[src/hdl/nsf_pkg.sv]
// Shared types, codes and helpers for the NMEA sentence framer.
// No dependencies; every other file of the block imports this package.
`timescale 1ns / 1ps

package nsf_pkg;

   localparam int ID_SLOTS_DEFAULT = 6;
   localparam int ID_SLOTS_MAX     = 6;
   localparam int CSR_WIDTH        = 32;
   localparam int ID_WIDTH         = 32;

   localparam logic [7:0] MAX_LENGTH_RESET = 8'd128;

   localparam logic       OP_BYTE    = 1'b0;
   localparam logic       OP_RELEASE = 1'b1;

   localparam int CSR_MAX_LENGTH  = 0;
   localparam int CSR_ID_COUNT    = 1;
   localparam int CSR_ACCEPT_ID_0 = 2;

   localparam logic [2:0] ST_BYPASS      = 3'd0;
   localparam logic [2:0] ST_STARTED     = 3'd1;
   localparam logic [2:0] ST_IN_PROGRESS = 3'd2;
   localparam logic [2:0] ST_READY       = 3'd3;
   localparam logic [2:0] ST_TOO_BIG     = 3'd4;
   localparam logic [2:0] ST_SKIPPING    = 3'd5;
   localparam logic [2:0] ST_CSUM_ERROR  = 3'd6;

   localparam logic [7:0] CH_START = 8'h24;
   localparam logic [7:0] CH_LF    = 8'h0A;
   localparam logic [7:0] CH_STAR  = 8'h2A;
   localparam logic [7:0] CH_PROP  = 8'h50;

   typedef struct packed {
      logic       op;
      logic [7:0] rx_byte;
   } req_type;

   typedef struct packed {
      logic [2:0]  status;
      logic [7:0]  byte_index;
      logic [7:0]  byte_out;
      logic        store_enable;
      logic [15:0] talker_code;
      logic [31:0] sentence_code;
      logic        proprietary;
   } rsp_type;

   function automatic logic [3:0] hex_value(input logic [7:0] c);
      logic [3:0] v;
      v = 4'd0;
      if (c >= 8'h30 && c <= 8'h39) v = c[3:0];
      else if ((c >= 8'h41 && c <= 8'h46) || (c >= 8'h61 && c <= 8'h66)) v = c[3:0] + 4'd9;
      return v;
   endfunction

endpackage

[src/hdl/nsf_core.sv]
// Sentence state and per-item framing logic of the NMEA sentence framer.
// Depends on nsf_pkg; result is combinational, registered by nsf_out_buf.
`timescale 1ns / 1ps

module nsf_core
   import nsf_pkg::*;
#(
   parameter int ID_SLOTS = ID_SLOTS_DEFAULT
) (
   input  logic                              clock,
   input  logic                              reset,
   input  logic                              accept,
   input  req_type                           req,
   input  logic [7:0]                        max_length,
   input  logic [2:0]                        id_count,
   input  logic [ID_SLOTS-1:0][ID_WIDTH-1:0] accept_id,
   output rsp_type                           rsp
);

   typedef enum logic [1:0] {
      PH_DATA,
      PH_HIGH,
      PH_LOW,
      PH_DONE
   } phase_type;

   logic        ready_ff, ready_in;
   logic        started_ff, started_in;
   logic        prop_ff, prop_in;
   logic [7:0]  position_ff, position_in;
   logic [7:0]  xor_ff, xor_in;
   logic [7:0]  declared_ff, declared_in;
   phase_type   phase_ff, phase_in;
   logic [15:0] talker_ff, talker_in;
   logic [31:0] sentence_ff, sentence_in;

   logic [2:0]  id_limit;
   logic [31:0] id_word;
   logic        id_hit;
   logic [7:0]  rx;

   assign rx       = req.rx_byte;
   assign id_word  = sentence_ff | {24'd0, rx};
   assign id_limit = (id_count > 3'(ID_SLOTS)) ? 3'(ID_SLOTS) : id_count;

   always_comb begin
      id_hit = 1'b0;
      for (int i = 0; i < ID_SLOTS; i++) begin
         if ((3'(i) < id_limit) && (accept_id[i] == id_word)) id_hit = 1'b1;
      end
   end

   always_comb begin
      ready_in    = ready_ff;
      started_in  = started_ff;
      prop_in     = prop_ff;
      position_in = position_ff;
      xor_in      = xor_ff;
      declared_in = declared_ff;
      phase_in    = phase_ff;
      talker_in   = talker_ff;
      sentence_in = sentence_ff;
      rsp         = '0;
      rsp.status  = ST_BYPASS;

      if (accept) begin
         if (req.op == OP_RELEASE) begin
            ready_in = 1'b0;
         end else if (!ready_ff) begin
            if (rx == CH_START) begin
               started_in       = 1'b1;
               rsp.status       = ST_STARTED;
               xor_in           = 8'd0;
               declared_in      = 8'd0;
               phase_in         = PH_DATA;
               talker_in        = 16'd0;
               sentence_in      = 32'd0;
               prop_in          = 1'b0;
               rsp.byte_index   = 8'd0;
               rsp.byte_out     = rx;
               rsp.store_enable = (max_length != 8'd0);
               position_in      = 8'd1;
            end else if (started_ff) begin
               rsp.status       = ST_IN_PROGRESS;
               rsp.byte_index   = position_ff;
               rsp.byte_out     = rx;
               rsp.store_enable = (position_ff < max_length);
               priority if (rx == CH_LF) begin
                  started_in = 1'b0;
                  ready_in   = 1'b1;
                  rsp.status = ST_READY;
               end else if (rx == CH_STAR) begin
                  phase_in = PH_HIGH;
               end else if (position_ff >= max_length) begin
                  started_in = 1'b0;
                  rsp.status = ST_TOO_BIG;
               end else if (phase_ff == PH_DATA) begin
                  xor_in = xor_ff ^ rx;
                  priority if (position_ff == 8'd1) begin
                     if (rx == CH_PROP) prop_in = 1'b1;
                     else talker_in = {rx, 8'd0};
                  end else if (position_ff == 8'd2) begin
                     if (prop_ff) sentence_in = {rx, 24'd0};
                     else talker_in = {talker_ff[15:8], rx};
                  end else if (position_ff == 8'd3) begin
                     if (prop_ff) sentence_in = sentence_ff | {8'd0, rx, 16'd0};
                     else sentence_in = {8'd0, rx, 16'd0};
                  end else if (position_ff == 8'd4) begin
                     sentence_in = sentence_ff | {16'd0, rx, 8'd0};
                  end else if (position_ff == 8'd5) begin
                     sentence_in = id_word;
                     if (!id_hit) begin
                        started_in = 1'b0;
                        rsp.status = ST_SKIPPING;
                     end
                  end else begin
                  end
               end else if (phase_ff == PH_HIGH) begin
                  declared_in = {hex_value(rx), 4'd0};
                  phase_in    = PH_LOW;
               end else if (phase_ff == PH_LOW) begin
                  declared_in = declared_ff + {4'd0, hex_value(rx)};
                  if (xor_ff != declared_in) begin
                     started_in = 1'b0;
                     rsp.status = ST_CSUM_ERROR;
                  end
                  phase_in = PH_DONE;
               end else begin
               end
               if (position_ff != 8'hFF) position_in = position_ff + 8'd1;
            end
         end
      end

      rsp.talker_code   = talker_in;
      rsp.sentence_code = sentence_in;
      rsp.proprietary   = prop_in;
   end

   always_ff @(posedge clock) begin
      if (reset) begin
         ready_ff    <= 1'b0;
         started_ff  <= 1'b0;
         prop_ff     <= 1'b0;
         position_ff <= 8'd0;
         xor_ff      <= 8'd0;
         declared_ff <= 8'd0;
         phase_ff    <= PH_DATA;
         talker_ff   <= 16'd0;
         sentence_ff <= 32'd0;
      end else begin
         ready_ff    <= ready_in;
         started_ff  <= started_in;
         prop_ff     <= prop_in;
         position_ff <= position_in;
         xor_ff      <= xor_in;
         declared_ff <= declared_in;
         phase_ff    <= phase_in;
         talker_ff   <= talker_in;
         sentence_ff <= sentence_in;
      end
   end

endmodule

[src/hdl/nsf_out_buf.sv]
// Two-entry result buffer: output register plus skid stage.
// Depends on nsf_pkg for the result item type.
`timescale 1ns / 1ps

module nsf_out_buf
   import nsf_pkg::*;
(
   input  logic    clock,
   input  logic    reset,
   input  logic    push,
   input  rsp_type push_data,
   output logic    push_ready,
   output logic    rsp_valid,
   input  logic    rsp_ready,
   output rsp_type rsp_data
);

   localparam logic [1:0] CNT_EMPTY = 2'd0;
   localparam logic [1:0] CNT_ONE   = 2'd1;
   localparam logic [1:0] CNT_FULL  = 2'd2;

   logic [1:0] count_ff, count_in;
   rsp_type    head_ff, head_in;
   rsp_type    skid_ff, skid_in;
   logic       pop;

   assign pop        = (count_ff != CNT_EMPTY) && rsp_ready;
   assign push_ready = (count_ff != CNT_FULL);
   assign rsp_valid  = (count_ff != CNT_EMPTY);
   assign rsp_data   = head_ff;

   always_comb begin
      count_in = count_ff;
      head_in  = head_ff;
      skid_in  = skid_ff;
      unique case ({push, pop})
         2'b10: begin
            if (count_ff == CNT_EMPTY) head_in = push_data;
            else skid_in = push_data;
            count_in = count_ff + 2'd1;
         end
         2'b01: begin
            head_in  = skid_ff;
            count_in = count_ff - 2'd1;
         end
         2'b11: begin
            if (count_ff == CNT_ONE) begin
               head_in = push_data;
            end else begin
               head_in = skid_ff;
               skid_in = push_data;
            end
         end
         default: begin
         end
      endcase
   end

   always_ff @(posedge clock) begin
      if (reset) begin
         count_ff <= CNT_EMPTY;
      end else begin
         count_ff <= count_in;
      end
      head_ff <= head_in;
      skid_ff <= skid_in;
   end

endmodule

[src/hdl/nmea_sentence_framer_top.sv]
// Top level of the NMEA 0183 sentence framer: registers, core, result buffer.
// Depends on nsf_pkg, nsf_core and nsf_out_buf.
//
//   channel  ports                          direction  item
//   req      req_valid/req_ready/req_data   in         op, rx_byte
//   rsp      rsp_valid/rsp_ready/rsp_data   out        one status result per item
//   csr      csr_wr_en/csr_index/csr_wdata  in         register write, no wait
//
// The core updates the sentence state and its result is written into the result
// buffer on the accepting edge, one item per cycle while req_ready is high.
// The two-entry result buffer sets the stall: req_ready drops only when two
// results wait. Reset is synchronous and clears state, buffer and registers.
`timescale 1ns / 1ps

module nmea_sentence_framer_top
   import nsf_pkg::*;
#(
   parameter int ID_SLOTS = ID_SLOTS_DEFAULT
) (
   input  logic                                  clock,
   input  logic                                  reset,
   input  logic                                  req_valid,
   output logic                                  req_ready,
   input  req_type                               req_data,
   output logic                                  rsp_valid,
   input  logic                                  rsp_ready,
   output rsp_type                               rsp_data,
   input  logic                                  csr_wr_en,
   input  logic [$clog2(CSR_ACCEPT_ID_0+ID_SLOTS)-1:0] csr_index,
   input  logic [CSR_WIDTH-1:0]                  csr_wdata
);

   localparam int IDX_W = $clog2(CSR_ACCEPT_ID_0 + ID_SLOTS);

   logic [7:0]                        max_length_ff;
   logic [2:0]                        id_count_ff;
   logic [ID_SLOTS-1:0][ID_WIDTH-1:0] accept_id_ff;
   logic                              accept;
   rsp_type                           core_rsp;

   assign accept = req_valid && req_ready;

   always_ff @(posedge clock) begin
      if (reset) begin
         max_length_ff <= MAX_LENGTH_RESET;
         id_count_ff   <= 3'd0;
         accept_id_ff  <= '0;
      end else if (csr_wr_en) begin
         if (csr_index == IDX_W'(CSR_MAX_LENGTH)) max_length_ff <= csr_wdata[7:0];
         if (csr_index == IDX_W'(CSR_ID_COUNT)) id_count_ff <= csr_wdata[2:0];
         for (int i = 0; i < ID_SLOTS; i++) begin
            if (csr_index == IDX_W'(CSR_ACCEPT_ID_0 + i)) accept_id_ff[i] <= csr_wdata;
         end
      end
   end

   nsf_core #(
      .ID_SLOTS (ID_SLOTS)
   ) u_core (
      .clock      (clock),
      .reset      (reset),
      .accept     (accept),
      .req        (req_data),
      .max_length (max_length_ff),
      .id_count   (id_count_ff),
      .accept_id  (accept_id_ff),
      .rsp        (core_rsp)
   );

   nsf_out_buf u_out_buf (
      .clock      (clock),
      .reset      (reset),
      .push       (accept),
      .push_data  (core_rsp),
      .push_ready (req_ready),
      .rsp_valid  (rsp_valid),
      .rsp_ready  (rsp_ready),
      .rsp_data   (rsp_data)
   );

`ifndef SYNTHESIS
   a_accept_gives_result: assert property (@(posedge clock) disable iff (reset)
      accept |=> rsp_valid)
      else $error("accepted item left no result");

   a_stall_only_when_full: assert property (@(posedge clock) disable iff (reset)
      !req_ready |-> rsp_valid)
      else $error("input stalled with no result pending");

   a_bypass_fields_clear: assert property (@(posedge clock) disable iff (reset)
      (rsp_valid && rsp_data.status == ST_BYPASS) |->
         (!rsp_data.store_enable && rsp_data.byte_index == 8'd0))
      else $error("bypass result carries a store");

   a_store_in_buffer: assert property (@(posedge clock) disable iff (reset)
      (accept && core_rsp.store_enable) |-> (core_rsp.byte_index < max_length_ff))
      else $error("store beyond buffer size");
`endif

endmodule
[config.mk]
export PLATFORM = sky130hd
export DESIGN_NAME = nmea_sentence_framer_top
export DESIGN_NICKNAME = d
export VERILOG_FILES = /design/src/hdl/nsf_pkg.sv /design/src/hdl/nsf_core.sv /design/src/hdl/nsf_out_buf.sv /design/src/hdl/nmea_sentence_framer_top.sv
export SDC_FILE = /design/constraint.sdc
export NUM_CORES = 1
export LEC_CHECK = 0
export ABC_AREA = 0
export BUFFER_PORTS_ARGS = -buffer_cell sky130_fd_sc_hd__buf_2
export CAP_MARGIN = 10
export CORE_ASPECT_RATIO = 0.8
export CORE_MARGIN = 2
export CORE_UTILIZATION = 55
export DETAILED_ROUTE_END_ITERATION = 12
export HOLD_SLACK_MARGIN = 0.06
export PLACE_DENSITY = 0.74
export SKIP_CTS_REPAIR_TIMING = 1
export SLEW_MARGIN = 20
export SYNTH_ARGS = -nofsm -noshare
export SYNTH_HDL_FRONTEND = slang
export SYNTH_SLANG_ARGS = --single-unit
[constraint.sdc]
create_clock -name clock -period 6.7 [get_ports clock]
set_clock_uncertainty 0.1 [all_clocks]
set_input_delay 0.67 -clock clock [delete_from_list [all_inputs] [get_ports clock]]
set_output_delay 0.67 -clock clock [all_outputs]
set_load 0.005 [all_outputs]
==> results.py, run 1 <==
metrics = {
    "synth": {
        "synth_top_area_share_pct": 28.36,
        "synthTopCellsByArea": "dfxtp_1 (28%), edfxtp_1 (21%), nand2_1 (9.4%), xnor2_1 (7.8%), a21oi_1 (6.0%)",
        "avgSynthCellArea_sq_um": 8.907,
        "synth_seq_area_share_pct": 49.17,
        "yosys_warnings": 0,
        "synth_edf_count": 138,
        "synth_flop_cell": "dfxtp_1",
        "netlist_top_cells_count": "nand2_1 (499), dfxtp_1 (282), a21oi_1 (237)",
        "synth_nets": 2314,
        "synth.most_common_cell": "nand2_1",
        "ys_ff_latch": 420,
        "asyncSetResetFlopFracSynth_pct": 0,
        "synth_cell_types": 80,
        "synth_area_sq_um": 19910,
        "synth.largest_area_cell": "dfxtp_1",
        "postSynthCellCount": 2235,
    },
    "sta": {
        "finalSetupViolCount": 0,
        "worst_pin_slew_ps": 1105,
        "hold_viol_final": 0,
        "rsz0062_at_grt": "false",
        "setup_ws_ps": 1761,
        "finalCriticalPeriod_ps": 4939,
        "max_freq_ghz": 0.2025,
        "drv_slew": 0,
        "relSlewSlack_pct": 25.75,
        "period_share_pct": 73.72,
        "fin_setup_tns_ps": 0,
    },
    "min_path": {
        "hold_class": "input pin to flop",
    },
    "die": {
        "die_y_um": 174.2,
        "coreArea_sq_um": 35760,
        "die_w_um": 216.7,
        "num_io_pins": 120,
        "die-area_sq_um": 37740,
        "start_util_pct": 55.67,
        "fp-row-count": 62,
    },
    "drt": {
        "wirelength_um": 63610,
        "avgRoutedWirePerCell_um": 22.96,
        "drc": 0,
        "drtAntennaViolNets": 0,
        "drt_iter0_markers": 2583,
        "first_pass_iters": 6,
        "vias": 17440,
        "viasPerCell": 6.293,
    },
    "finish": {
        "final_area_sq_um": 22190,
        "synthToLayoutAreaGrowth_pct": 11.48,
        "diodes": 0,
        "fin_nets": 2335,
        "layout-drive-gt1-share_pct": 10.61,
    },
    "placed_design": {
        "preCtsSetupSlack_ps": 1401,
        "dpl-instance-area_sq_um": 20740,
        "port_buffers": 119,
        "place.gp.congestion": 1.005,
        "dp_hpwl_um": 42240,
    },
    "worst_setup_path": {
        "crit_required_ps": 6900,
        "critPathLaunch": "req_data[5]",
        "crit_chain": "buf_2, or3b_2, a211oi_1, a31oi_1, o22a_1, ha_1, o21ai_0, o21bai_1, nand3_1, a2111oi_0, a21oi_1, a211oi_1, a21oi_1",
        "setup.worst_path.end_class": "flop",
        "path_max_fanout": 29,
        "crit_arrival_ps": 5140,
        "cp-endpoint": "u_out_buf.rsp_data[68]$_DFFE_PP_",
        "crit_path_max_incr_delay_ps": 690,
        "crit_type": "input pin to flop",
        "worstRegToRegCells": 9,
        "r2r-end": "u_out_buf.rsp_data[17]$_DFFE_PP_",
        "reg2reg_setup_slack_ps": 2280,
        "startpoint_type": "input pin",
        "rr_startpoint": "u_out_buf.count_ff[0]$_SDFFE_PP0P_",
        "crit_slowest_cell": "a2111oi_0",
    },
    "cts": {
        "clockRootBuffer": "clkbuf_16",
        "clock_sinks": 420,
        "path_clk_slew_ps": 60,
        "htreeDepth": 2,
        "cts_buffers": 43,
        "clock_path_buffers": 3,
        "cts_tree": "yes",
        "clock_latency_ps": 570,
    },
    "power": {
        "power.total_mw": 6.867,
        "p_leak_nw": 8.025,
        "ir_drop_mv": 0.2047,
        "p_per_area_nw_per_um2": 309.4,
    },
    "global_routing": {
        "grt_max_degree": 114,
        "track_usage_pct": 33.00,
        "grt_overflow": 0,
        "grt_pass1_vias": 16010,
        "antenna_found_initial": 0,
        "grt_pass1_wl_um": 95900,
    },
    "outcome": {
        "status": "completed",
    },
    "run": {
        "maxCapViolCount": 0,
    },
}
==> power breakdown <==
part / total, mW / internal [mW] / leakage (nW) / switching, mW
Sequential: 3.24 / 3.09 / 3.65 / 0.143
Clock: 2.46 / 1.42 / 0.693 / 1.04
Combinational: 1.16 / 0.353 / 3.68 / 0.811
==> per-layer routing <==
metal	global-route usage (%)	share of wire (%)	vias to the layer above
met5	0	0	-
met4	11.50	3.7	0
met3	6.579	12	164
met2	47.98	42	1090
met1	48.80	42	8298
li1	-	-	7886
==> logic make-up after synthesis <==
group | after synthesis | share of synthesized area (%)
AND/OR/NAND/NOR | 865 | 19.51
flip-flops | 420 | 49.17
XOR/XNOR | 193 | 8.636
AO/OA/AOI/OAI | 491 | 16.07
buffers and inverters | 231 | 4.431
multiplexers | 5 | 0.2577
adder cells (fa/ha/maj) | 30 | 1.923
==> cell type report <==
cell class                      count  area, sq um
Inverter                           66        247.7
Clock inverter                     19        215.2
Multi-Input combinational cell   1584         9334
Tap cell                          480        600.6
Timing Repair Buffer              141        793.3
Sequential cell                   420         9789
Clock buffer                       61         1214
Fill cell                        2957        13570
==> worst min-delay path by stage <==
stage / start / end / slack, ps / depth (start not counted)
after floorplan: accept_id_ff[69]$_SDFFE_PP0P_ / accept_id_ff[69]$_SDFFE_PP0P_ / 340 / 2
after global placement: accept_id_ff[86]$_SDFFE_PP0P_ / accept_id_ff[86]$_SDFFE_PP0P_ / 350 / 2
after detailed placement: accept_id_ff[25]$_SDFFE_PP0P_ / accept_id_ff[25]$_SDFFE_PP0P_ / 360 / 2
after CTS: req_data[8] / u_core.ready_ff$_SDFFE_PP0P_ / 270 / 2
after global routing: req_data[8] / u_core.ready_ff$_SDFFE_PP0P_ / 290 / 2
final: req_data[8] / u_core.ready_ff$_SDFFE_PP0P_ / 290 / 2
==> worst max-delay path, delay by kind of cell <==
kind	cells	cell delay (ps)
AND/OR/NAND/NOR	2	650
buffers and inverters	1	510
AO/OA/AOI/OAI	9	2890
adder cells (fa/ha/maj)	1	400
==> cells in the final DEF (no fill, tap or decap), types with 8 or more instances in the layout <==
| cell | count |
|---|---|
| o21ai_0 | 32 |
| o211ai_1 | 13 |
| a41o_1 | 8 |
| clkbuf_8 | 8 |
| ha_1 | 29 |
| clkbuf_16 | 43 |
| nor3_1 | 36 |
| a21oi_1 | 236 |
| o22ai_1 | 8 |
| a22oi_1 | 9 |
| nand2_1 | 499 |
| edfxtp_1 | 138 |
| xor2_1 | 14 |
| buf_4 | 20 |
| dfxtp_1 | 282 |
| clkbuf_1 | 11 |
| a22o_1 | 31 |
| inv_1 | 66 |
| nand4_1 | 63 |
| nand3_1 | 37 |
| a21o_1 | 14 |
| nor2_1 | 115 |
| and3_1 | 10 |
| nor4_1 | 29 |
| o21a_1 | 22 |
| a32oi_1 | 24 |
| or3_1 | 8 |
| a31oi_1 | 11 |
| a221o_1 | 24 |
| xnor2_1 | 177 |
| buf_2 | 118 |
| a211oi_1 | 11 |
==> flip-flops by register name (all words and copies together) (netlist names) <==
register,count
u_out_buf.count_ff,2
u_core.xor_ff,8
u_core.prop_ff,1
u_core.ready_ff,1
u_core.started_ff,1
id_count_ff,3
u_core.position_ff,8
u_core.sentence_ff,32
u_core.talker_ff,16
u_out_buf.skid_ff,69
u_out_buf.rsp_data,69
accept_id_ff,192
max_length_ff,8
u_core.phase_ff,2
u_core.declared_ff,8
==> per-stage QoR <==
step	utilization, %	hold slack (ps)	cells
4_1_cts	61.99	271.4	2771
2_1_floorplan	-	341.5	2235
6_report	62.06	291.8	2771
3_3_place_gp	57.92	353.7	2690
5_1_grt	62.06	285.7	2771
3_5_place_dp	57.99	358.9	2691
(Power assumes the default switching activity.)
==> run 2, diff against run 1 <==
- ABC_AREA: 0 -> 1
- clock period: 6.7 -> 4.2 ns (I/O delays scaled with it)
==> results.py, run 2 <==
metrics = {
    "outcome": {
        "status": "completed",
    },
    "synth": {
        "synth_top_area_share_pct": 27.96,
        "synth_flop_cell": "dfxtp_1",
        "synth_area_sq_um": 20190,
        "ys_ff_latch": 420,
        "synth_nets": 2694,
        "synth_seq_area_share_pct": 48.48,
        "synth_cell_types": 52,
        "netlist_top_cells_count": "nand2_1 (599), nor2_1 (437), dfxtp_1 (282)",
        "asyncSetResetFlopFracSynth_pct": 0,
        "synth.largest_area_cell": "dfxtp_1",
        "avgSynthCellArea_sq_um": 7.723,
        "postSynthCellCount": 2615,
        "synthTopCellsByArea": "dfxtp_1 (28%), edfxtp_1 (21%), nand2_1 (11%), nor2_1 (8.1%), o21ai_0 (6.7%)",
        "synth_edf_count": 138,
        "yosys_warnings": 0,
        "synth.most_common_cell": "nand2_1",
    },
    "worst_setup_path": {
        "path_max_fanout": 9,
        "crit_required_ps": 4380,
        "rr_startpoint": "u_core.position_ff[3]$_SDFFE_PP0P_",
        "crit_type": "input pin to flop",
        "crit_arrival_ps": 3630,
        "setup.worst_path.end_class": "flop",
        "worstRegToRegCells": 12,
        "r2r-end": "u_out_buf.rsp_data[1]$_DFFE_PP_",
        "reg2reg_setup_slack_ps": 880,
        "startpoint_type": "input pin",
    },
    "global_routing": {
        "grt_max_degree": 101,
        "grt_overflow": 0,
        "grt_pass1_wl_um": 90160,
        "grt_pass1_vias": 16120,
        "antenna_found_initial": 1,
        "track_usage_pct": 30.17,
    },
    "min_path": {
        "min_to": "accept_id_ff[92]$_SDFFE_PP0P_",
        "worstHoldStart": "csr_wdata[28]",
        "min_path_cells": 3,
        "hold_class": "input pin to flop",
    },
    "placed_design": {
        "preCtsSetupSlack_ps": 251.4,
        "place.gp.congestion": 0.9131,
        "port_buffers": 119,
        "dp.cells": 3122,
        "dpl-instance-area_sq_um": 21150,
        "dp_hpwl_um": 41410,
    },
    "sta": {
        "finalSetupViolCount": 0,
        "period_share_pct": 82.03,
        "rsz0062_at_grt": "false",
        "relSlewSlack_pct": 33.14,
        "worst_pin_slew_ps": 1003,
        "drv_slew": 0,
        "max_freq_ghz": 0.2902,
        "hold_viol_final": 0,
        "finalCriticalPeriod_ps": 3445,
        "setup_ws_ps": 754.7,
        "fin_setup_tns_ps": 0,
    },
    "cts": {
        "clock_sinks": 420,
        "clock_path_buffers": 3,
        "clockRootBuffer": "clkbuf_16",
        "clock_latency_ps": 570,
        "cts_buffers": 43,
        "cts_tree": "yes",
        "path_clk_slew_ps": 70,
        "htreeDepth": 2,
    },
    "finish": {
        "instances_no_fill": 3202,
        "diodes": 0,
        "layout-drive-gt1-share_pct": 9.919,
        "regMostFlops": "accept_id_ff",
        "synthToLayoutAreaGrowth_pct": 12.26,
        "final_common_cell": "nand2_1",
        "largest_register_ffs": 192,
        "final_area_sq_um": 22670,
        "final_cell_mix": "nand2_1 (599), nor2_1 (436), dfxtp_1 (282)",
        "fin_nets": 2767,
    },
    "power": {
        "p_sw_share_pct": 26.89,
        "p_per_area_nw_per_um2": 479.9,
        "p_leak_nw": 9.889,
        "ir_drop_mv": 0.5235,
        "combPwrFrac_pct": 14.6,
        "power.internal_mw": 7.953,
        "switchingPower_mw": 2.925,
        "p_clk_share_pct": 37.5,
        "pwr-share-seq_pct": 47.9,
        "power.total_mw": 10.88,
    },
    "die": {
        "die-area_sq_um": 38280,
        "num_io_pins": 120,
        "fp-row-count": 62,
        "start_util_pct": 55.98,
        "die_w_um": 218.2,
        "coreArea_sq_um": 36070,
        "die_y_um": 175.4,
    },
    "run": {
        "maxCapViolCount": 0,
    },
    "drt": {
        "first_pass_iters": 6,
        "viasPerCell": 5.551,
        "drc": 0,
        "drtAntennaViolNets": 0,
        "avgRoutedWirePerCell_um": 18.29,
        "vias": 17770,
        "wirelength_um": 58560,
        "drt_iter0_markers": 1976,
    },
}
## run 2: cell count changes after synthesis, sizes merged, moves of 23 or more
cell / change
buf: +23
nand2: +106
nor2: +332
o21ai: +246
inv: +163
a221o: -24
a32oi: -24
nand3: +34
a21oi: -91
xnor2: -87
nand4: -37
clkbuf: -63
nor4: -30
nor3: -23
## run 2: power by group through the flow
stage                     combinational [mW]  sequential, mW  clock, mW
final                                   1.58            5.21       4.08
after global routing                    1.76            5.27       4.28
after CTS                               1.59            5.22       4.12
after detailed placement                1.58            5.30          0
after global placement                  1.55            5.28          0
after floorplan                        0.801            5.34          0
## run 2: per-layer routing
metal / part of all wire (%) / global-route usage [%]
met5: 0.022 / 0
met4: 2.0 / 7.681
met3: 9.4 / 6.424
met2: 42 / 43.74
met1: 47 / 45.54
## run 2: worst max path at each step
stage	startpoint	to	cells past startpoint
6_report	req_data[1]	u_out_buf.rsp_data[68]$_DFFE_PP_	20
5_1_grt	req_data[1]	u_out_buf.rsp_data[68]$_DFFE_PP_	22
4_1_cts	req_data[1]	u_out_buf.rsp_data[68]$_DFFE_PP_	20
3_5_place_dp	req_data[1]	u_out_buf.rsp_data[68]$_DFFE_PP_	20
3_3_place_gp	req_data[1]	u_out_buf.rsp_data[68]$_DFFE_PP_	20
2_1_floorplan	req_data[1]	u_out_buf.rsp_data[68]$_DFFE_PP_	20
## run 2: layout make-up
type	count	area (sq um)
fillers	3150	13400
flip-flops and latches	420	9789
multi-input cells	1837	9011
clock buffers	56	1166
inverters	233	884.6
repair buffers	153	878.3
well taps	480	600.6
clock inverters	23	339.1
## run 2: per-stage QoR
step / utilization [%] / hold WS, ps
floorplan: - / 334.1
global placement: 58.64 / 352.3
detailed placement: 58.64 / 358.3
CTS: 62.82 / 11.47
global route: 62.84 / 90.39
finish: 62.84 / 83.21
## run 2: worst max-delay path, cell delays in order
cell	delay [ps]
buf_2	180
inv_1	230
ha_1	230
nand2_1	110
nand3_1	80
nand4_1	130
mux2i_1	330
ha_1	270
fa_1	470
xor2_1	160
nor2_1	80
o21ai_0	80
a21oi_1	120
o21ai_0	90
nor2_1	180
nand3_1	90
nand2_1	100
nand3_1	90
nand3_1	110
o21ai_0	70
## run 2: cells by family (layout without fill, tap and decap cells)
| kind of cell | after synthesis | count (layout) | synth area share [%] |
|---|---|---|---|
| buffers and inverters | 358 | 465 | 7.088 |
| DFF | 420 | 420 | 48.48 |
| AOI/OAI and AO/OA | 494 | 494 | 13.25 |
| xor gates and xnor gates | 119 | 119 | 5.161 |
| adders and majority gates | 30 | 30 | 1.896 |
| and+or+nand+nor | 1193 | 1193 | 24.08 |
| muxes | 1 | 1 | 0.04957 |
